File: config.mk
export PLATFORM = sky130hd
export DESIGN_NAME = serial_frame_builder_byte_stuffing
export DESIGN_NICKNAME = d
export VERILOG_FILES = /design/src/sfb_pkg.sv /design/src/serial_frame_builder_byte_stuffing.sv /design/src/sfb_front.sv /design/src/sfb_queue.sv /design/src/sfb_back.sv
export SDC_FILE = /design/constraint.sdc
export NUM_CORES = 1
export LEC_CHECK = 0
export ABC_CLOCK_PERIOD_IN_PS = 8900
export BUFFER_PORTS_ARGS = -buffer_cell sky130_fd_sc_hd__buf_2
export CAP_MARGIN = 25
export CORE_ASPECT_RATIO = 1.1
export CORE_MARGIN = 8
export CORE_UTILIZATION = 60
export CTS_CLUSTER_SIZE = 24
export DETAILED_ROUTE_END_ITERATION = 8
export HOLD_SLACK_MARGIN = 0.06
export PLACE_DENSITY = 0.8
export SYNTH_ARGS = -nofsm -noshare
export SYNTH_HDL_FRONTEND = slang
export SYNTH_SLANG_ARGS = --single-unit
File: constraint.sdc
create_clock -name clk_i -period 8.9 [get_ports clk_i]
set_clock_uncertainty 0.2 [all_clocks]
set_input_delay 0.89 -clock clk_i [delete_from_list [all_inputs] [get_ports clk_i]]
set_output_delay 0.89 -clock clk_i [all_outputs]
set_load 0.005 [all_outputs]
File: src/sfb_pkg.sv
package sfb_pkg;

  localparam int unsigned NumSteps = 11;

  // Frame steps, in emission order
  localparam logic [3:0] STEP_SYNC_OPEN  = 4'd0;
  localparam logic [3:0] STEP_HDR_TYPE   = 4'd1;
  localparam logic [3:0] STEP_DST_LO     = 4'd2;
  localparam logic [3:0] STEP_DST_HI     = 4'd3;
  localparam logic [3:0] STEP_MSG_TYPE   = 4'd4;
  localparam logic [3:0] STEP_GROUP      = 4'd5;
  localparam logic [3:0] STEP_LEN        = 4'd6;
  localparam logic [3:0] STEP_DATA       = 4'd7;
  localparam logic [3:0] STEP_TRAIL0     = 4'd8;
  localparam logic [3:0] STEP_TRAIL1     = 4'd9;
  localparam logic [3:0] STEP_SYNC_CLOSE = 4'd10;

  // Configuration register indexes
  localparam logic [2:0] REG_DESTINATION  = 3'd0;
  localparam logic [2:0] REG_SYNC_ENABLE  = 3'd1;
  localparam logic [2:0] REG_FRAME_TYPE   = 3'd2;
  localparam logic [2:0] REG_MESSAGE_TYPE = 3'd3;
  localparam logic [2:0] REG_GROUP_ID     = 3'd4;
  localparam logic [2:0] REG_SYNC_BYTE    = 3'd5;

  localparam logic [15:0] RST_DESTINATION  = 16'hFFFF;
  localparam logic        RST_SYNC_ENABLE  = 1'b1;
  localparam logic [7:0]  RST_FRAME_TYPE   = 8'd66;
  localparam logic [7:0]  RST_MESSAGE_TYPE = 8'd0;
  localparam logic [7:0]  RST_GROUP_ID     = 8'd125;
  localparam logic [7:0]  RST_SYNC_BYTE    = 8'd126;

  localparam logic [7:0] ESC_FLAG   = 8'h7E;
  localparam logic [7:0] ESC_MARK   = 8'h7D;
  localparam logic [7:0] ESC_TOGGLE = 8'h20;

  typedef struct packed {
    logic [NumSteps-1:0] mask;
    logic [7:0]          data;
    logic [7:0]          len;
    logic                last;
  } sfb_entry_t;

  typedef struct packed {
    logic [15:0] destination;
    logic [7:0]  frame_type;
    logic [7:0]  message_type;
    logic [7:0]  group_id;
    logic [7:0]  sync_byte;
  } sfb_cfg_t;

endpackage

File: src/serial_frame_builder_byte_stuffing.sv
// Byte-stuffing serial frame builder.
// Input channel (in_valid_i/in_ready_o) takes one transaction per payload
// byte; first_item_i opens a frame (optional sync byte plus six-byte
// header), last_item_i closes it (two zero trailer bytes plus optional sync).
// Header and payload bytes equal to 0x7E or 0x7D are escaped as two bytes.
// Output channel (out_valid_o/out_ready_i) carries one frame byte per
// transaction; end_of_run_o marks the last byte caused by an input
// transaction and end_of_frame_o the last byte of the frame.
// A transaction's first byte goes out via the queue and the output register.
// The output sequencer emits one byte per cycle while the receiver is ready,
// so a payload transaction yields one byte, or two when escaped; a first one
// yields up to 15 bytes, a last one up to 5 and one that is both up to 18.
// The input side keeps accepting into a QDepth-entry queue. Reset clears the
// queue and the output valid flag and restores the register defaults. When
// the receiver stalls, the output byte holds, the queue fills and in_ready_o
// drops. Configuration (cfg_we_i, cfg_idx_i, cfg_data_i) takes effect at
// once; the user must write it only while idle, unenforced by the block.
module serial_frame_builder_byte_stuffing
  import sfb_pkg::*;
#(
  parameter int unsigned QDepth = 4
) (
  input  logic        clk_i,
  input  logic        rst_ni,
  input  logic        cfg_we_i,
  input  logic [2:0]  cfg_idx_i,
  input  logic [15:0] cfg_data_i,
  input  logic        in_valid_i,
  output logic        in_ready_o,
  input  logic [7:0]  data_byte_i,
  input  logic        has_data_i,
  input  logic        first_item_i,
  input  logic        last_item_i,
  input  logic [7:0]  msg_length_i,
  output logic        out_valid_o,
  input  logic        out_ready_i,
  output logic [7:0]  frame_byte_o,
  output logic        end_of_run_o,
  output logic        end_of_frame_o
);

  sfb_cfg_t   cfg_q;
  logic       sync_enable_q;
  logic       q_push;
  logic       q_pop;
  logic       q_full;
  logic       q_empty;
  sfb_entry_t q_in;
  sfb_entry_t q_head;

  always_ff @(posedge clk_i or negedge rst_ni) begin
    if (!rst_ni) begin
      cfg_q.destination  <= RST_DESTINATION;
      cfg_q.frame_type   <= RST_FRAME_TYPE;
      cfg_q.message_type <= RST_MESSAGE_TYPE;
      cfg_q.group_id     <= RST_GROUP_ID;
      cfg_q.sync_byte    <= RST_SYNC_BYTE;
      sync_enable_q      <= RST_SYNC_ENABLE;
    end else if (cfg_we_i) begin
      case (cfg_idx_i)
        REG_DESTINATION:  cfg_q.destination  <= cfg_data_i;
        REG_SYNC_ENABLE:  sync_enable_q      <= cfg_data_i[0];
        REG_FRAME_TYPE:   cfg_q.frame_type   <= cfg_data_i[7:0];
        REG_MESSAGE_TYPE: cfg_q.message_type <= cfg_data_i[7:0];
        REG_GROUP_ID:     cfg_q.group_id     <= cfg_data_i[7:0];
        REG_SYNC_BYTE:    cfg_q.sync_byte    <= cfg_data_i[7:0];
        default:          ;
      endcase
    end
  end

  sfb_front u_front (
    .sync_enable_i (sync_enable_q),
    .in_valid_i    (in_valid_i),
    .in_ready_o    (in_ready_o),
    .data_byte_i   (data_byte_i),
    .has_data_i    (has_data_i),
    .first_item_i  (first_item_i),
    .last_item_i   (last_item_i),
    .msg_length_i  (msg_length_i),
    .q_full_i      (q_full),
    .q_push_o      (q_push),
    .q_entry_o     (q_in)
  );

  sfb_queue #(
    .Depth (QDepth)
  ) u_queue (
    .clk_i        (clk_i),
    .rst_ni       (rst_ni),
    .push_i       (q_push),
    .push_entry_i (q_in),
    .pop_i        (q_pop),
    .head_o       (q_head),
    .full_o       (q_full),
    .empty_o      (q_empty)
  );

  sfb_back u_back (
    .clk_i          (clk_i),
    .rst_ni         (rst_ni),
    .cfg_i          (cfg_q),
    .head_i         (q_head),
    .q_empty_i      (q_empty),
    .q_pop_o        (q_pop),
    .out_valid_o    (out_valid_o),
    .out_ready_i    (out_ready_i),
    .frame_byte_o   (frame_byte_o),
    .end_of_run_o   (end_of_run_o),
    .end_of_frame_o (end_of_frame_o)
  );

endmodule

File: src/sfb_front.sv
module sfb_front
  import sfb_pkg::*;
(
  input  logic       sync_enable_i,
  input  logic       in_valid_i,
  output logic       in_ready_o,
  input  logic [7:0] data_byte_i,
  input  logic       has_data_i,
  input  logic       first_item_i,
  input  logic       last_item_i,
  input  logic [7:0] msg_length_i,
  input  logic       q_full_i,
  output logic       q_push_o,
  output sfb_entry_t q_entry_o
);

  logic [NumSteps-1:0] mask;

  // Mark every frame step this transaction asks for
  always_comb begin
    mask = '0;
    mask[STEP_SYNC_OPEN]  = first_item_i & sync_enable_i;
    mask[STEP_HDR_TYPE]   = first_item_i;
    mask[STEP_DST_LO]     = first_item_i;
    mask[STEP_DST_HI]     = first_item_i;
    mask[STEP_MSG_TYPE]   = first_item_i;
    mask[STEP_GROUP]      = first_item_i;
    mask[STEP_LEN]        = first_item_i;
    mask[STEP_DATA]       = has_data_i;
    mask[STEP_TRAIL0]     = last_item_i;
    mask[STEP_TRAIL1]     = last_item_i;
    mask[STEP_SYNC_CLOSE] = last_item_i & sync_enable_i;
  end

  assign in_ready_o     = ~q_full_i;
  assign q_push_o       = in_valid_i & ~q_full_i;
  assign q_entry_o.mask = mask;
  assign q_entry_o.data = data_byte_i;
  assign q_entry_o.len  = msg_length_i;
  assign q_entry_o.last = last_item_i;

endmodule

File: src/sfb_queue.sv
module sfb_queue
  import sfb_pkg::*;
#(
  parameter int unsigned Depth = 4
) (
  input  logic       clk_i,
  input  logic       rst_ni,
  input  logic       push_i,
  input  sfb_entry_t push_entry_i,
  input  logic       pop_i,
  output sfb_entry_t head_o,
  output logic       full_o,
  output logic       empty_o
);

  localparam int unsigned AW = (Depth > 1) ? $clog2(Depth) : 1;

  sfb_entry_t    mem [Depth];
  logic [AW-1:0] wr_ptr_q, wr_ptr_d;
  logic [AW-1:0] rd_ptr_q, rd_ptr_d;
  logic [AW:0]   count_q, count_d;

  assign full_o  = (count_q == (AW+1)'(Depth));
  assign empty_o = (count_q == '0);
  assign head_o  = mem[rd_ptr_q];

  always_comb begin
    wr_ptr_d = wr_ptr_q;
    rd_ptr_d = rd_ptr_q;
    count_d  = count_q;
    if (push_i) begin
      wr_ptr_d = (wr_ptr_q == AW'(Depth - 1)) ? '0 : wr_ptr_q + 1'b1;
    end
    if (pop_i) begin
      rd_ptr_d = (rd_ptr_q == AW'(Depth - 1)) ? '0 : rd_ptr_q + 1'b1;
    end
    if (push_i && !pop_i) begin
      count_d = count_q + 1'b1;
    end else if (pop_i && !push_i) begin
      count_d = count_q - 1'b1;
    end
  end

  always_ff @(posedge clk_i or negedge rst_ni) begin
    if (!rst_ni) begin
      wr_ptr_q <= '0;
      rd_ptr_q <= '0;
      count_q  <= '0;
    end else begin
      wr_ptr_q <= wr_ptr_d;
      rd_ptr_q <= rd_ptr_d;
      count_q  <= count_d;
    end
  end

  always_ff @(posedge clk_i) begin
    if (push_i) begin
      mem[wr_ptr_q] <= push_entry_i;
    end
  end

endmodule

File: src/sfb_back.sv
module sfb_back
  import sfb_pkg::*;
(
  input  logic       clk_i,
  input  logic       rst_ni,
  input  sfb_cfg_t   cfg_i,
  input  sfb_entry_t head_i,
  input  logic       q_empty_i,
  output logic       q_pop_o,
  output logic       out_valid_o,
  input  logic       out_ready_i,
  output logic [7:0] frame_byte_o,
  output logic       end_of_run_o,
  output logic       end_of_frame_o
);

  logic [3:0]          phase_q, phase_d;
  logic                esc_q, esc_d;
  logic                out_valid_q, out_valid_d;
  logic [7:0]          byte_q, byte_d;
  logic                eor_q, eor_d;
  logic                eof_q, eof_d;

  logic [NumSteps-1:0] below;
  logic [NumSteps-1:0] rem;
  logic [3:0]          cur;
  logic                found;
  logic                more;
  logic [7:0]          raw;
  logic                need_esc;
  logic                advance;

  // Steps still pending for the head transaction
  assign below = (NumSteps'(1) << phase_q) - NumSteps'(1);
  assign rem   = head_i.mask & ~below;
  assign found = |rem;
  assign more  = |(rem & (rem - NumSteps'(1)));

  always_comb begin
    cur = '0;
    for (int i = NumSteps - 1; i >= 0; i--) begin
      if (rem[i]) begin
        cur = 4'(i);
      end
    end
  end

  always_comb begin
    case (cur)
      STEP_SYNC_OPEN, STEP_SYNC_CLOSE: raw = cfg_i.sync_byte;
      STEP_HDR_TYPE:                   raw = cfg_i.frame_type;
      STEP_DST_LO:                     raw = cfg_i.destination[7:0];
      STEP_DST_HI:                     raw = cfg_i.destination[15:8];
      STEP_MSG_TYPE:                   raw = cfg_i.message_type;
      STEP_GROUP:                      raw = cfg_i.group_id;
      STEP_LEN:                        raw = head_i.len;
      STEP_DATA:                       raw = head_i.data;
      default:                         raw = 8'h00;
    endcase
  end

  // Sync and trailer bytes go out unescaped
  assign need_esc = (cur >= STEP_HDR_TYPE) && (cur <= STEP_DATA) &&
                    ((raw == ESC_FLAG) || (raw == ESC_MARK));

  assign advance = ~q_empty_i & (~out_valid_q | out_ready_i);

  always_comb begin
    phase_d     = phase_q;
    esc_d       = esc_q;
    out_valid_d = out_valid_q & ~out_ready_i;
    byte_d      = byte_q;
    eor_d       = eor_q;
    eof_d       = eof_q;
    q_pop_o     = 1'b0;
    if (advance) begin
      if (!found) begin
        // Transaction with nothing to send: drop it
        q_pop_o = 1'b1;
        phase_d = '0;
      end else if (need_esc && !esc_q) begin
        out_valid_d = 1'b1;
        byte_d      = ESC_MARK;
        eor_d       = 1'b0;
        eof_d       = 1'b0;
        esc_d       = 1'b1;
      end else begin
        out_valid_d = 1'b1;
        byte_d      = esc_q ? (raw ^ ESC_TOGGLE) : raw;
        eor_d       = ~more;
        eof_d       = ~more & head_i.last;
        esc_d       = 1'b0;
        if (more) begin
          phase_d = cur + 4'd1;
        end else begin
          phase_d = '0;
          q_pop_o = 1'b1;
        end
      end
    end
  end

  always_ff @(posedge clk_i or negedge rst_ni) begin
    if (!rst_ni) begin
      phase_q     <= '0;
      esc_q       <= 1'b0;
      out_valid_q <= 1'b0;
    end else begin
      phase_q     <= phase_d;
      esc_q       <= esc_d;
      out_valid_q <= out_valid_d;
    end
  end

  always_ff @(posedge clk_i) begin
    byte_q <= byte_d;
    eor_q  <= eor_d;
    eof_q  <= eof_d;
  end

  assign out_valid_o    = out_valid_q;
  assign frame_byte_o   = byte_q;
  assign end_of_run_o   = eor_q;
  assign end_of_frame_o = eof_q;

endmodule
# Yosys cells after proc, flatten, opt, wreduce, memory -nomap -nowiden
# Memories as Yosys holds them, arrays and structs flattened.
# Index checks and enable logic that the tools add are counted.
totals:
  regBits: 72
  memories: 1
  ramBits: 112
  output_inout_bits: 12
  word_cells: 114
mem_list:
  columns: ["name", "words", "width", "rd", "rd_ports_with_merged_regs", "wr", "line", "source"]
  rows:
  - ["u_queue.mem", 4, 28, 1, 0, 1, "sfb_queue.sv:18", "sfb_entry_t mem [Depth];"]
classes:
  add_sub_neg: 7
  n_lt_le_gt_ge: 2
  muxes: 29
  eq_ne: 19
  bitwise_logic: 16
  shift: 1
  reduce_logical: 24
ops:
  columns: ["cell", "count"]
  rows:
  - ["8-bit case mux with 8 select lines", 1]
  - ["4-bit two-way mux", 14]
  - ["11-bit bitwise AND", 2]
  - ["11-bit OR reduction", 2]
  - ["4-bit by 3-bit equality test with 1-bit output (second input constant)", 4]
  - ["8-bit by 7-bit equality test with 1-bit output (second input constant)", 2]
  - ["2-bit AND reduction", 8]
  - ["11-bit inverter", 1]
  - ["1-bit by 4-bit left shift with 11-bit output (first input constant)", 1]
  - ["11-bit by 1-bit subtractor with 11-bit output (second input constant)", 1]
  - ["11-bit by 2-bit subtractor with 11-bit output (second input constant)", 1]
  - ["3-bit equality test (second input constant)", 3]
  - ["1-bit two-way mux", 9]
  - ["4-bit by 2-bit equality test with 1-bit output (second input constant)", 2]
  - ["1-bit bitwise AND", 6]
  - ["3-bit by 2-bit equality test with 1-bit output (second input constant)", 2]
  - ["3-bit zero test", 2]
  - ["3-bit two-way mux", 2]
  - ["6-bit two-way mux", 1]
  - ["1-bit inverter", 6]
  - ["1-bit logical AND", 5]
  - ["2-bit by 1-bit adder with 2-bit output (second input constant)", 2]
  - ["4-bit by 1-bit adder with 4-bit output (second input constant)", 1]
  - ["2-bit equality test (second input constant)", 2]
  - ["other kinds (15)", 18]

# Depth between registers and ports, before layout
# Gate-level depths: netlist (run 1).
depth:
  word_depth: 28
  depth_mapped: 29
  ltp_nobuf: 26

# Hierarchy
# From an unflattened synthesis (run 1), not the netlist that was laid out.
unflattened:
  hier_cells: 537
  area_unflattened_um2: 8553.2
by_module_without_submodules:
  columns: ["module", "cells_each", "instances", "area_per_inst_um2"]
  rows:
  - ["sfb_queue", 183, 1, 4456.8]
  - ["sfb_back", 216, 1, 1958.1]
  - ["serial_frame_builder_byte_stuffing", 108, 1, 1920.6]
  - ["sfb_front", 30, 1, 217.7]

# Worst setup path before layout (run 1)
# No wires, ideal clock.
synth_timing:
  kind: "reg-to-reg"
  from: "reg u_back.phase_q[3]"
  to: "reg u_queue.count_q[2]"
  setup_time_ns: 0.079
  stages_incl_launch_ff: 28
  arrival_time_ns: 5.665
  path_buffers: 4
  required_ns: 8.621
  period_less_slack_ns: 5.944
  path_slack_ns: 2.956
  path_cell_list: "dfrtp_1 > clkbuf_1 > clkbuf_1 > or3_1 > ha_1 > clkbuf_1 > nor3_1 > a21oi_1 > o211ai_1 > o311ai_0 > o21ai_0 > a21oi_1 > o21a_1 > inv_1 > ha_1 > clkbuf_1 > inv_1 > mux2i_1 > nand3_1 > a32o_1 > or4b_4 > o31ai_4 > ha_1 > inv_1 > fa_1 > xor2_1 > nor2_1 > xor2_1"
synth_via:
  elab_chain_cells: 28
synth_rtl:
  columns: ["item", "line", "source"]
  rows:
  - ["start, declared", "sfb_back.sv:17", "logic [3:0] phase_q, phase_d;"]
  - ["start signal, assigned", "sfb_back.sv:109", "phase_q <= phase_d;"]
  - ["1-bit by 4-bit left shift with 11-bit output (*)", "sfb_back.sv:34", "assign below = (NumSteps'(1) << phase_q) - NumSteps'(1);"]
  - ["11-bit by 2-bit subtractor with 11-bit output (*)", "sfb_back.sv:34", null]
  - ["11-bit inverter (*)", "sfb_back.sv:35", "assign rem = head_i.mask & ~below;"]
  - ["11-bit bitwise AND (*)", "sfb_back.sv:35", null]
  - ["4-bit two-way mux (11 in a row)", "sfb_back.sv:42", "if (rem[i]) begin"]
  - ["4-bit equality test / 4-bit zero test (equally long branches)", "sfb_back.sv:49", "case (cur)"]
  - ["2-bit OR reduction", "sfb_back.sv:49", null]
  - ["8-bit case mux with 8 select lines", "sfb_back.sv:49", null]
  - ["[... 2 more ...]", null, null]
  - ["1-bit logical AND", "sfb_back.sv:63", "assign need_esc = (cur >= STEP_HDR_TYPE) && (cur <= STEP_DATA) &&"]
  - ["1-bit logical AND", "sfb_back.sv:81", "end else if (need_esc && !esc_q) begin"]
  - ["1-bit two-way mux", "sfb_back.sv:81", null]
  - ["1-bit two-way mux (*)", "sfb_back.sv:77", "if (!found) begin"]
  - ["1-bit two-way mux (*)", "sfb_back.sv:76", "if (advance) begin"]
  - ["1-bit zero test", "sfb_queue.sv:37", "if (push_i && !pop_i) begin"]
  - ["1-bit logical AND", "sfb_queue.sv:37", null]
  - ["3-bit two-way mux / 2-bit nonzero test (equally long branches)", null, null]
  - ["end signal, assigned", "sfb_queue.sv:52", "count_q <= count_d;"]
  - ["end, declared", "sfb_queue.sv:21", "logic [AW:0] count_q, count_d;"]
# Every way passes the cells marked *; elsewhere a longest branch is shown, timed or not.
# A chain may end at the register's enable or synchronous reset.

# Worst setup path after layout (run 1)
layout_timing:
  from: "reg u_back.phase_q[1]"
  to: "reg u_queue.count_q[2]"
# The elaborated chain is that of the path after synthesis.

==> results of run 1 <==
how the worst min path moves through the flow:
stage / start / end / slack (ns) / depth (start not counted)
2_1_floorplan: u_queue.count_q[2] / u_queue.count_q[2] / 0.26 / 1
5_1_grt: cfg_q[23] / cfg_q[23] / 0.32 / 1
3_3_place_gp: u_queue.count_q[2] / u_queue.count_q[2] / 0.28 / 1
4_1_cts: cfg_q[31] / cfg_q[31] / 0.30 / 1
3_5_place_dp: cfg_q[31] / cfg_q[31] / 0.29 / 1
6_report: cfg_q[31] / cfg_q[31] / 0.31 / 1
state kept, by name, summed over array words and instances, names as in the netlist:
| signal | cells |
|---|---|
| u_queue.wr_ptr_q | 2 |
| u_back.out_valid_o | 1 |
| sync_enable_q | 1 |
| u_queue.rd_ptr_q | 2 |
| u_back.phase_q | 4 |
| u_back.end_of_frame_o | 1 |
| u_queue.mem | 84 |
| u_back.esc_q | 1 |
| u_back.end_of_run_o | 1 |
| cfg_q | 48 |
| u_back.frame_byte_o | 8 |
| u_queue.count_q | 3 |
routing by layer:
layer	GRT usage (%)	vias to the layer above
met2	34.2	113
met3	5.89	25
met5	0	-
met4	8.46	0
li1	-	2052
met1	26.1	2268
worst register-to-register path: stages, from the launching register on:
cell and delay, ns:
sky130_fd_sc_hd__dfrtp_1 0.53, sky130_fd_sc_hd__nand2b_1 0.23, sky130_fd_sc_hd__or3_1 0.32, sky130_fd_sc_hd__ha_1 0.37, sky130_fd_sc_hd__a21oi_1 0.19, sky130_fd_sc_hd__nor2_1 0.06, sky130_fd_sc_hd__o311ai_0 0.44, sky130_fd_sc_hd__o21ai_0 0.16
sky130_fd_sc_hd__a21oi_1 0.14, sky130_fd_sc_hd__o21a_1 0.19, sky130_fd_sc_hd__ha_1 0.68, sky130_fd_sc_hd__nand2_1 0.23, sky130_fd_sc_hd__o221ai_1 0.23, sky130_fd_sc_hd__a21oi_1 0.08, sky130_fd_sc_hd__nor3_1 0.19, sky130_fd_sc_hd__a311oi_1 0.09
sky130_fd_sc_hd__a32o_1 0.29, sky130_fd_sc_hd__or4b_4 0.57, sky130_fd_sc_hd__o31ai_4 0.24, sky130_fd_sc_hd__ha_1 0.22, sky130_fd_sc_hd__inv_1 0.06, sky130_fd_sc_hd__fa_1 0.37, sky130_fd_sc_hd__xor2_1 0.16, sky130_fd_sc_hd__nor2_1 0.12
sky130_fd_sc_hd__xor2_1 0.17
placed cells by master, fill, tap and decap left out, types with 3 or more instances in the layout:
cell,count
sky130_fd_sc_hd__and2_1,5
sky130_fd_sc_hd__mux4_1,7
sky130_fd_sc_hd__nor2_1,24
sky130_fd_sc_hd__dfrtp_1,31
sky130_fd_sc_hd__nand2_1,24
sky130_fd_sc_hd__buf_2,55
sky130_fd_sc_hd__nand2b_1,5
sky130_fd_sc_hd__mux2i_1,17
sky130_fd_sc_hd__xnor2_1,4
sky130_fd_sc_hd__bufinv_16,3
sky130_fd_sc_hd__clkbuf_16,17
sky130_fd_sc_hd__mux2_2,53
sky130_fd_sc_hd__o21a_1,3
sky130_fd_sc_hd__buf_8,3
sky130_fd_sc_hd__buf_4,4
sky130_fd_sc_hd__o21ai_0,14
sky130_fd_sc_hd__ha_1,12
sky130_fd_sc_hd__dfstp_2,31
sky130_fd_sc_hd__a21oi_1,19
sky130_fd_sc_hd__and3_1,6
sky130_fd_sc_hd__o22ai_1,6
sky130_fd_sc_hd__edfxtp_1,94
sky130_fd_sc_hd__a221oi_1,4
sky130_fd_sc_hd__a31oi_1,4
sky130_fd_sc_hd__a21o_1,3
sky130_fd_sc_hd__nand3_1,11
sky130_fd_sc_hd__o221ai_1,5
sky130_fd_sc_hd__a21boi_0,3
sky130_fd_sc_hd__inv_1,12
sky130_fd_sc_hd__clkinv_4,3
sky130_fd_sc_hd__mux4_2,7
sky130_fd_sc_hd__a22o_1,5
sky130_fd_sc_hd__a222oi_1,4
sky130_fd_sc_hd__nor3_1,3
sky130_fd_sc_hd__inv_6,3
sky130_fd_sc_hd__a22oi_1,8
sky130_fd_sc_hd__nor2b_1,5
cell type report:
cell class | instances | area (um^2) | share of cell area [%]
sequential | 156 | 4410 | 53.2
timing repair buffer | 63 | 378 | 4.55
multi-input combinational | 305 | 2670 | 32.2
clock inverter | 13 | 164 | 1.98
clock buffer | 19 | 433 | 5.22
tap | 154 | 193 | 2.32
inverter | 12 | 45.0 | 0.543
where the power goes:
part	total [mW]	switching (mW)	internal, mW
clock network	0.726	0.284	0.442
registers	1.14	0.125	1.02
logic	1.79	1.06	0.726
total	3.66	1.47	2.19
logic make-up after synthesis:
family                   Yosys count  share of synthesized area [%]
AO/OA/AOI/OAI                    100                           10.7
XOR/XNOR                           6                          0.729
adder cells (fa/ha/maj)           13                           2.36
buffers and inverters             32                           1.80
flip-flops                       156                           61.2
multiplexers                      86                           15.8
AND/OR/NAND/NOR                  100                           7.43
stage by stage:
| step | total power, mW | worst slack (ns) | util, % |
|---|---|---|---|
| after floorplan | 2.44 | 2.96 | - |
| after global placement | 2.85 | 2.59 | 64.2 |
| after detailed placement | 2.91 | 2.41 | 64.8 |
| after CTS | 3.65 | 2.36 | 69.9 |
| after global routing | 3.88 | 1.68 | 69.9 |
| final | 3.66 | 2.28 | 69.9 |
==> results.env, run 1 <==
CRITICAL_PATH.SLOWEST_CELL='sky130_fd_sc_hd__ha_1'
DRCVIOLATIONCOUNT=0
ANTENNA_CELLS_INSERTED=0
CTS_BUFFERS=17
WORST_PATH_MAXIMUM_FANOUT=16
WORSTREG2REGSTART='u_back.phase_q[1]'
GRT_SETUP_UNREPAIRED='false'
MAX_CAP_VIOLATIONS=0
P_LEAK_nW=3.18
HIGHEST-SIGNAL-LAYER='met4'
CTSLONGESTPATHBUFFERS=2
GRT_ANTENNA_BEFORE_REPAIR=0
RUN_STATUS='complete, no violations'
DIE_Y_UM=131
DATA_ARRIVAL_TIME_OF_THE_CRITICAL_PATH_NS=6.77
REGTOREGSETUPSLACK_NS=2.28
YS_FF_LATCH=156
CTS_ROOT_BUF='sky130_fd_sc_hd__clkbuf_16'
RR_ENDPOINT='u_queue.count_q[2]'
SYNTH_LARGEST_TYPE_AREA_FRACTION_PCT=39.1
FIRST_GLOBAL_VIAS=4538
FIRST_PASS_GRT_WIRE_LENGTH_UM=24700
DPL_CELL_AREA_MM2=0.00770
FRACTION_OF_FINAL_LAYOUT_CELLS_WITH_DRIVE_STRENGTH_GREATER_THAN_1_PCT=35.4
AVGROUTEDWIREPERCELL_UM=21.9
TRITONCTS='built'
POST-SYNTH-TOP-COUNT-CELL='sky130_fd_sc_hd__edfxtp_1'
PATH_DELAY_FAMILY='compound AO/OA/AOI/OAI gates'
NUMBER_OF_SYNTHESIZED_FLOPS_WITH_AN_ENABLE_PIN=94
SYNTH_AREA_LEADER_CELL='sky130_fd_sc_hd__edfxtp_1'
CRITICAL_PATH.ENDPOINT_TYPE='flip-flop'
IRDROPWORSTVDD_mV=0.233
PLACE.DETAILED.HPWL_UM=10900
CTS_HOLD_BUFFERS=0
WORST_HOLD_MARGIN_NS=0.305
DR.PASS1.ITERS=5
NUM-NETS-FINAL=611
SETUP_CRIT_PATH_KIND='flip-flop to flip-flop'
CP.DEPTH=24
CRIT_PATH_CELL_TRACE='nand2b_1, or3_1, ha_1, a21oi_1, nor2_1, o311ai_0, o21ai_0, a21oi_1, o21a_1, ha_1, nand2_1, o221ai_1, a21oi_1, nor3_1, a311oi_1, a32o_1, or4b_4, o31ai_4, ha_1, inv_1, fa_1, xor2_1, nor2_1, xor2_1'
GRT_OVERFLOW_TOTAL=0
NETLIST-CELL-TYPE-COUNT=69
TOTAL_LENGTH_OF_ROUTED_MET2_WIRES_UM=7870
I_O_PINS=55
YS_TOP_CELLS_BY_COUNT='sky130_fd_sc_hd__edfxtp_1 (94), sky130_fd_sc_hd__mux2_2 (53), sky130_fd_sc_hd__dfrtp_1 (31), sky130_fd_sc_hd__dfstp_2 (31)'
GROUTE.USAGE.OVERALL_PCT=21.0
LAYOUT.CELLS.NON_FILLER=722
SYNTH_WARNINGS=0
SYNTH_SEQ_AREA_SHARE_PCT=61.2
WORST_SKEW_PAIR.LATE_LATENCY_NS=0.43
PLACE_INST=690
FINAL.FILL_COUNT=840
DETAILEDROUTE.FIRSTITERATIONVIOLATIONS=390
CRIT_PATH_MAX_CELL_DELAY_NS=0.68
WORST_MARGIN_SLEW_NS=0.885
TIMING.CRITICAL_PATH.FROM='u_back.phase_q[1]'
DIEAREA_MM2=0.0158
SYN-MEAN-INSTANCE-AREA_UM2=14.6
WORST_R2R_PATH_DEPTH=24
POST_CTS_RESIZED=0
GRT_MAX_DEGREE=63
POSTCTSSETUPREPAIRBUFS=0
POST-ROUTE-CELL-AREA_MM2=0.00830
CLKTRANSATPATHREGS_NS=0.06
FMAXACHIEVABLE_MHz=151
CTSHTREEMAXLEVEL=4
FINALCRITICALPERIOD_NS=6.62
POSTSYNTHNETCOUNT=549
AREA_GROWTH_PCT=15.1
PORT_BUFFERS=54
WORST-ENDPOINT-REQUIRED_NS=9.05
ROUTE.VIAS.TOTAL=4458
POSTROUTEANTENNANETS=0
CRIT_BUF_INV=1
CORE_REGION_AREA_MM2=0.0119
REPORT.FINAL.HOLD_VIOL_COUNT=0
SYNTHFLOPTYPE='sky130_fd_sc_hd__edfxtp_1'
GP_WEIGHTED_CONGESTION=0.969
DRT-VIAS-PER-INSTANCE=6.17
SETUP_TOTAL_NEGATIVE_SLACK_NS=0
DR_WL_MET3_UM=763
TIMING.SLEW.HEADROOM_PCT=40.8
POSTROUTEWIRELENGTH_UM=15800
SYNTHESIS.AREA_MM2=0.00721
MAPPED_CELLS=493
TIMING.HOLD.WORST.CLASS='flip-flop to flip-flop'
MIN_PERIOD_OVER_PERIOD_PCT=74.4
NUM_ROWS=42
SETUP_VIOLATIONS=0
DIE_WIDTH_UM=121
SETUP.WORST_PATH.START_CLASS='flip-flop'
POWER_DENSITY_mW_PER_MM2=441
SYNTH-ASYNC-RESET-RATIO_PCT=39.7
CRIT_END='u_queue.count_q[2]'
CLOCK_SINKS=156
WL_MET1_UM=6830
REPORT.FINAL.SLEW_VIOL_COUNT=0
STARTING_DENSITY_OF_THE_CORE_PCT=60.7
SYNTHTOPCELLSBYAREA='sky130_fd_sc_hd__edfxtp_1 (39%), sky130_fd_sc_hd__dfstp_2 (11%), sky130_fd_sc_hd__dfrtp_1 (11%), sky130_fd_sc_hd__mux2_2 (8.3%), sky130_fd_sc_hd__mux4_1 (2.6%)'
Note: power is estimated with default switching activity, not from simulation.
==> run 2, diff against run 1 <==
--- a/config.mk
+++ b/config.mk
@@ -5,16 +5,16 @@
 export SDC_FILE = /design/constraint.sdc
 export NUM_CORES = 1
 export LEC_CHECK = 0
-export ABC_CLOCK_PERIOD_IN_PS = 8900
+export ABC_CLOCK_PERIOD_IN_PS = 5600
 export BUFFER_PORTS_ARGS = -buffer_cell sky130_fd_sc_hd__buf_2
 export CAP_MARGIN = 25
 export CORE_ASPECT_RATIO = 1.1
 export CORE_MARGIN = 8
-export CORE_UTILIZATION = 60
+export CORE_UTILIZATION = 54
 export CTS_CLUSTER_SIZE = 24
 export DETAILED_ROUTE_END_ITERATION = 8
 export HOLD_SLACK_MARGIN = 0.06
-export PLACE_DENSITY = 0.8
+export PLACE_DENSITY = 0.76
 export SYNTH_ARGS = -nofsm -noshare
 export SYNTH_HDL_FRONTEND = slang
 export SYNTH_SLANG_ARGS = --single-unit
==> constraint.sdc (replaced) <==
create_clock -name clk_i -period 5.6 [get_ports clk_i]
set_clock_uncertainty 0.2 [all_clocks]
set_input_delay 0.56 -clock clk_i [delete_from_list [all_inputs] [get_ports clk_i]]
set_output_delay 0.56 -clock clk_i [all_outputs]
set_load 0.005 [all_outputs]
==> results.env, run 2 (synthesis results as in run 1) <==
CORE_REGION_AREA_MM2=0.0131
MOSTFREQUENTLAYOUTCELLS='sky130_fd_sc_hd__edfxtp_1 (94), sky130_fd_sc_hd__buf_2 (55), sky130_fd_sc_hd__mux2_2 (53)'
CRITICAL_PATH.ENDPOINT_TYPE='flip-flop'
DRCVIOLATIONCOUNT=0
POSTROUTEANTENNANETS=0
WORST_SKEW_PAIR.LATE_LATENCY_NS=0.42
CTSHTREEMAXLEVEL=4
TRITONCTS='built'
DRT-VIAS-PER-INSTANCE=6.15
STARTING_DENSITY_OF_THE_CORE_PCT=55.0
TIMING.SLEW.HEADROOM_PCT=43.2
FIRST_PASS_GRT_WIRE_LENGTH_UM=25600
GRT_SETUP_UNREPAIRED='true'
PORT_BUFFERS=54
CRIT_PATH_MAX_CELL_DELAY_NS=0.53
FMAXACHIEVABLE_MHz=180
TIMING.HOLD.WORST.CLASS='primary input to asynchronous set/reset pin'
AREA_GROWTH_PCT=21.6
ANTENNA_CELLS_INSERTED=0
LEADING_CELL_TYPE_IN_THE_LAYOUT_FILL_AND_TAPS_EXCLUDED='sky130_fd_sc_hd__edfxtp_1'
DIE_WIDTH_UM=126
DIEAREA_MM2=0.0173
FINISH.UTILIZATION_PCT=66.9
DR_WL_MET3_UM=870
CRITICAL_PATH.SLOWEST_CELL='sky130_fd_sc_hd__or4b_4'
AVGROUTEDWIREPERCELL_UM=21.3
SETUP.WORST_PATH.START_CLASS='flip-flop'
DETAILEDROUTE.FIRSTITERATIONVIOLATIONS=403
DPL_CELL_AREA_MM2=0.00797
REPORT.FINAL.HOLD_VIOL_COUNT=0
TOTAL_LENGTH_OF_ROUTED_MET2_WIRES_UM=8410
NUM_ROWS=44
DIE_Y_UM=137
CTSLONGESTPATHBUFFERS=2
GRT_OVERFLOW_TOTAL=0
RUN_STATUS='complete, no violations'
FINALCRITICALPERIOD_NS=5.55
CTS_BUFFERS=17
GRT_ANTENNA_BEFORE_REPAIR=0
DR.PASS1.ITERS=5
PATH_DELAY_FAMILY='compound AO/OA/AOI/OAI gates'
CTS_ROOT_BUF='sky130_fd_sc_hd__clkbuf_16'
FIRST_GLOBAL_VIAS=4796
GROUTE.USAGE.OVERALL_PCT=19.3
POST-ROUTE-CELL-AREA_MM2=0.00877
GP_WEIGHTED_CONGESTION=0.918
MIN_PERIOD_OVER_PERIOD_PCT=99.2
SETUP_CRIT_PATH_KIND='flip-flop to flip-flop'
ROUTE.VIAS.TOTAL=4721
FINAL.FILL_COUNT=909
REPORT.FINAL.SLEW_VIOL_COUNT=0
POSTROUTEWIRELENGTH_UM=16400
LARGEST_REGISTER_FF_COUNT=84
LARGEST-REGISTER='u_queue.mem'
WORST_PATH_MAXIMUM_FANOUT=8
HIGHEST-SIGNAL-LAYER='met4'
WL_MET1_UM=6790
CRIT_PATH_CELL_TRACE='nand2b_4, or3_4, ha_4, a21oi_1, nor2_1, o311ai_2, o21ai_1, a21oi_1, o21a_2, inv_4, ha_4, a22oi_2, o221ai_2, a21o_1, a221oi_2, nand4_1, or4b_4, o31ai_4, ha_2, inv_2, fa_2, xor2_1, nor2_1, xor2_1'
I_O_PINS=55
WORST-ENDPOINT-REQUIRED_NS=5.74
CLOCK_SINKS=156
MAX_CAP_VIOLATIONS=0
SETUP_VIOLATIONS=0
NUM-NETS-FINAL=650
WORST_MARGIN_SLEW_NS=0.850
CLKTRANSATPATHREGS_NS=0.06
GRT_MAX_DEGREE=63
DATA_ARRIVAL_TIME_OF_THE_CRITICAL_PATH_NS=5.70
CRIT_BUF_INV=2
PLACE.DETAILED.HPWL_UM=11300
FRACTION_OF_FINAL_LAYOUT_CELLS_WITH_DRIVE_STRENGTH_GREATER_THAN_1_PCT=44.2
-- run 2: final timing paths --
path | startpoint | end | slack [ns] | depth (start not counted)
hold / removal | rst_ni | u_queue.wr_ptr_q[1] | 0.10 | 2
setup reg to reg | u_back.phase_q[1] | u_queue.count_q[2] | 0.05 | 24
min in group clk_i | data_byte_i[5] | u_queue.mem[1][14] | 0.15 | 1
max in group asynchronous | rst_ni | u_back.phase_q[0] | 4.56 | 2
setup / recovery | u_back.phase_q[1] | u_queue.count_q[2] | 0.05 | 24
hold reg to reg | cfg_q[29] | cfg_q[29] | 0.31 | 1
-- run 2: through the flow --
step / std cells / worst slack (ns) / setup TNS [ns] / hold WS, ns
6_report: 768 / 0.0464 / 0 / 0.101
5_1_grt: 768 / -0.201 / -0.294 / 0.135
4_1_cts: 762 / 0.00440 / 0 / 0.128
3_5_place_dp: 725 / -0.0542 / -0.0542 / 0.298
3_3_place_gp: 720 / 0.100 / 0 / 0.286
2_1_floorplan: 493 / 0.00273 / 0 / 0.0644
-- run 2: repair_timing --
action                                 CTS  global route
pin swaps                                4            17
endpoints found under the hold margin    0             0
resized for setup                        4            28
setup endpoints to repair                2             2
hold buffers                             0             0
buffers inserted                         5             6
-- run 2: routing by layer --
metal  vias up  global-route usage, %
met5         -                      0
li1       2133                      -
met4         0                   7.56
met2       149                   32.7
met1      2408                   23.6
met3        31                   4.72
-- run 2: cell type report --
class | count | area [um^2] | share of cell area [%]
Timing Repair Buffer | 102 | 703 | 8.02
Inverter | 12 | 47.5 | 0.542
Tap cell | 161 | 201 | 2.30
Multi-Input combinational cell | 305 | 2850 | 32.5
Sequential cell | 156 | 4410 | 50.3
Clock inverter | 13 | 120 | 1.37
Clock buffer | 19 | 433 | 4.94
-- run 2: worst register-to-register path: stages (launching register included) --
cell and delay (ns):
sky130_fd_sc_hd__dfrtp_1 0.41, sky130_fd_sc_hd__nand2b_4 0.15, sky130_fd_sc_hd__or3_4 0.35, sky130_fd_sc_hd__ha_4 0.21
sky130_fd_sc_hd__a21oi_1 0.14, sky130_fd_sc_hd__nor2_1 0.07, sky130_fd_sc_hd__o311ai_2 0.32, sky130_fd_sc_hd__o21ai_1 0.11
sky130_fd_sc_hd__a21oi_1 0.16, sky130_fd_sc_hd__o21a_2 0.24, sky130_fd_sc_hd__inv_4 0.08, sky130_fd_sc_hd__ha_4 0.17
sky130_fd_sc_hd__a22oi_2 0.23, sky130_fd_sc_hd__o221ai_2 0.14, sky130_fd_sc_hd__a21o_1 0.21, sky130_fd_sc_hd__a221oi_2 0.31
sky130_fd_sc_hd__nand4_1 0.14, sky130_fd_sc_hd__or4b_4 0.53, sky130_fd_sc_hd__o31ai_4 0.27, sky130_fd_sc_hd__ha_2 0.23
sky130_fd_sc_hd__inv_2 0.04, sky130_fd_sc_hd__fa_2 0.34, sky130_fd_sc_hd__xor2_1 0.15, sky130_fd_sc_hd__nor2_1 0.14
sky130_fd_sc_hd__xor2_1 0.14
Power of run 2 is left out: the tool's default activity adds up to more than one toggle a clock period on the data nets, which glitch-free logic cannot reach.
==> run 3, diff against run 2 <==
--- a/config.mk
+++ b/config.mk
@@ -11,10 +11,12 @@
 export CORE_ASPECT_RATIO = 1.1
 export CORE_MARGIN = 8
 export CORE_UTILIZATION = 54
+export CTS_BUF_LIST = sky130_fd_sc_hd__clkbuf_16
 export CTS_CLUSTER_SIZE = 24
 export DETAILED_ROUTE_END_ITERATION = 8
 export HOLD_SLACK_MARGIN = 0.06
 export PLACE_DENSITY = 0.76
+export SETUP_SLACK_MARGIN = 0.2
 export SYNTH_ARGS = -nofsm -noshare
 export SYNTH_HDL_FRONTEND = slang
 export SYNTH_SLANG_ARGS = --single-unit
==> results.env, run 3 (synthesis results as in run 1) <==
RUN_STATUS='complete, no violations'
GRT_OVERFLOW_TOTAL=0
PATH_DELAY_FAMILY='simple AND/OR/NAND/NOR gates'
TRITONCTS='built'
WORST-ENDPOINT-REQUIRED_NS=5.74
ROUTE.VIAS.TOTAL=4713
PORT_BUFFERS=54
FINISH.UTILIZATION_PCT=67.3
GRT_SETUP_UNREPAIRED='true'
FINALCRITICALPERIOD_NS=5.50
MAX_CAP_VIOLATIONS=0
CRITICAL_PATH.ENDPOINT_TYPE='flip-flop'
CLKTRANSATPATHREGS_NS=0.06
REGTOREGSETUPSLACK_NS=0.1
SETUP.WORST_PATH.START_CLASS='flip-flop'
DIE_Y_UM=137
DATA_ARRIVAL_TIME_OF_THE_CRITICAL_PATH_NS=5.65
WORST_SKEW_PAIR.LATE_LATENCY_NS=0.42
CLOCK_SINKS=156
PRE_CTS_SLACK_NS=0.0144
CORE_REGION_AREA_MM2=0.0131
GROUTE.USAGE.OVERALL_PCT=19.7
AVGROUTEDWIREPERCELL_UM=21.5
GRT_ANTENNA_BEFORE_REPAIR=0
CTS_ROOT_BUF='sky130_fd_sc_hd__clkbuf_16'
REPORT.FINAL.HOLD_VIOL_COUNT=0
MIN_PERIOD_OVER_PERIOD_PCT=98.3
TIMING.SLEW.HEADROOM_PCT=43.4
FIRST_PASS_GRT_WIRE_LENGTH_UM=25900
CRIT_BUF_INV=3
PLACE.DETAILED.HPWL_UM=11600
LARGEST-REGISTER='u_queue.mem'
FMAXACHIEVABLE_MHz=182
SETUP_VIOLATIONS=0
DRCVIOLATIONCOUNT=0
DIEAREA_MM2=0.0173
LARGEST_REGISTER_FF_COUNT=84
FRACTION_OF_FINAL_LAYOUT_CELLS_WITH_DRIVE_STRENGTH_GREATER_THAN_1_PCT=44.2
WORST_PATH_MAXIMUM_FANOUT=6
DPL_CELL_AREA_MM2=0.00793
SETUP_CRIT_PATH_KIND='flip-flop to flip-flop'
ANTENNA_CELLS_INSERTED=0
POST-ROUTE-CELL-AREA_MM2=0.00882
STARTING_DENSITY_OF_THE_CORE_PCT=55.0
POSTROUTEWIRELENGTH_UM=16600
DETAILEDROUTE.FIRSTITERATIONVIOLATIONS=447
NUM_ROWS=44
TIMING.HOLD.WORST.CLASS='primary input to asynchronous set/reset pin'
CRIT_PATH_MAX_CELL_DELAY_NS=0.57
WORST_MARGIN_SLEW_NS=0.846
NUM-NETS-FINAL=651
LEADING_CELL_TYPE_IN_THE_LAYOUT_FILL_AND_TAPS_EXCLUDED='sky130_fd_sc_hd__edfxtp_1'
CTSHTREEMAXLEVEL=4
GRT_MAX_DEGREE=63
CRITICAL_PATH.SLOWEST_CELL='sky130_fd_sc_hd__or4b_4'
REPORT.FINAL.SLEW_VIOL_COUNT=0
AREA_GROWTH_PCT=22.3
DRT-VIAS-PER-INSTANCE=6.13
GP_WEIGHTED_CONGESTION=0.960
POSTROUTEANTENNANETS=0
CTS_BUFFERS=17
SETUP_TOTAL_NEGATIVE_SLACK_NS=0
FIRST_GLOBAL_VIAS=4836
DIE_WIDTH_UM=126
MOSTFREQUENTLAYOUTCELLS='sky130_fd_sc_hd__edfxtp_1 (94), sky130_fd_sc_hd__buf_2 (54), sky130_fd_sc_hd__mux2_2 (52)'
I_O_PINS=55
SETUP_SLACK_NS=0.0967
CTSLONGESTPATHBUFFERS=2
DR.PASS1.ITERS=4
-- run 3: final timing paths --
check                                   startpoint                 end  depth (start not counted)
worst max-delay path             u_back.phase_q[1]  u_queue.count_q[2]                         25
worst min-delay path                        rst_ni   u_back.phase_q[1]                          2
worst max register to register   u_back.phase_q[1]  u_queue.count_q[2]                         25
worst min register to register  u_queue.count_q[2]  u_queue.count_q[2]                          1
max in group asynchronous                   rst_ni  u_back.out_valid_o                          2
min in group clk_i                 msg_length_i[0]   u_queue.mem[0][1]                          1
-- run 3: cell type report --
type / count / area, um^2
Fill cell: 913 / 4290
Inverter: 12 / 47.5
Timing Repair Buffer: 103 / 734
Clock inverter: 15 / 148
Clock buffer: 17 / 425
Sequential cell: 156 / 4410
Multi-Input combinational cell: 305 / 2850
Tap cell: 161 / 201
-- run 3: through the flow --
| step | hold WS [ns] | cells |
|---|---|---|
| floorplan | 0.0644 | 493 |
| global placement | 0.283 | 709 |
| detailed placement | 0.297 | 714 |
| finish | 0.0944 | 769 |
| global route | 0.132 | 769 |
| CTS | 0.130 | 760 |
-- run 3: what timing repair did --
item                                    in CTS  in global routing
endpoints found under the setup margin       2                  2
pin swaps                                    6                 21
hold buffers                                 0                  0
gates resized for setup                      9                 22
endpoints found under the hold margin        0                  0
setup buffers                               14                  9
-- run 3: routing by layer --
metal / part of all wire, % / vias to the layer above / GRT usage (%)
met3: 6.1 / 39 / 5.50
li1: - / 2126 / -
met4: 3.3 / 0 / 10.3
met1: 41 / 2380 / 22.8
met2: 50 / 168 / 33.0
met5: 0 / - / 0
Power of run 3 is left out for the same reason.
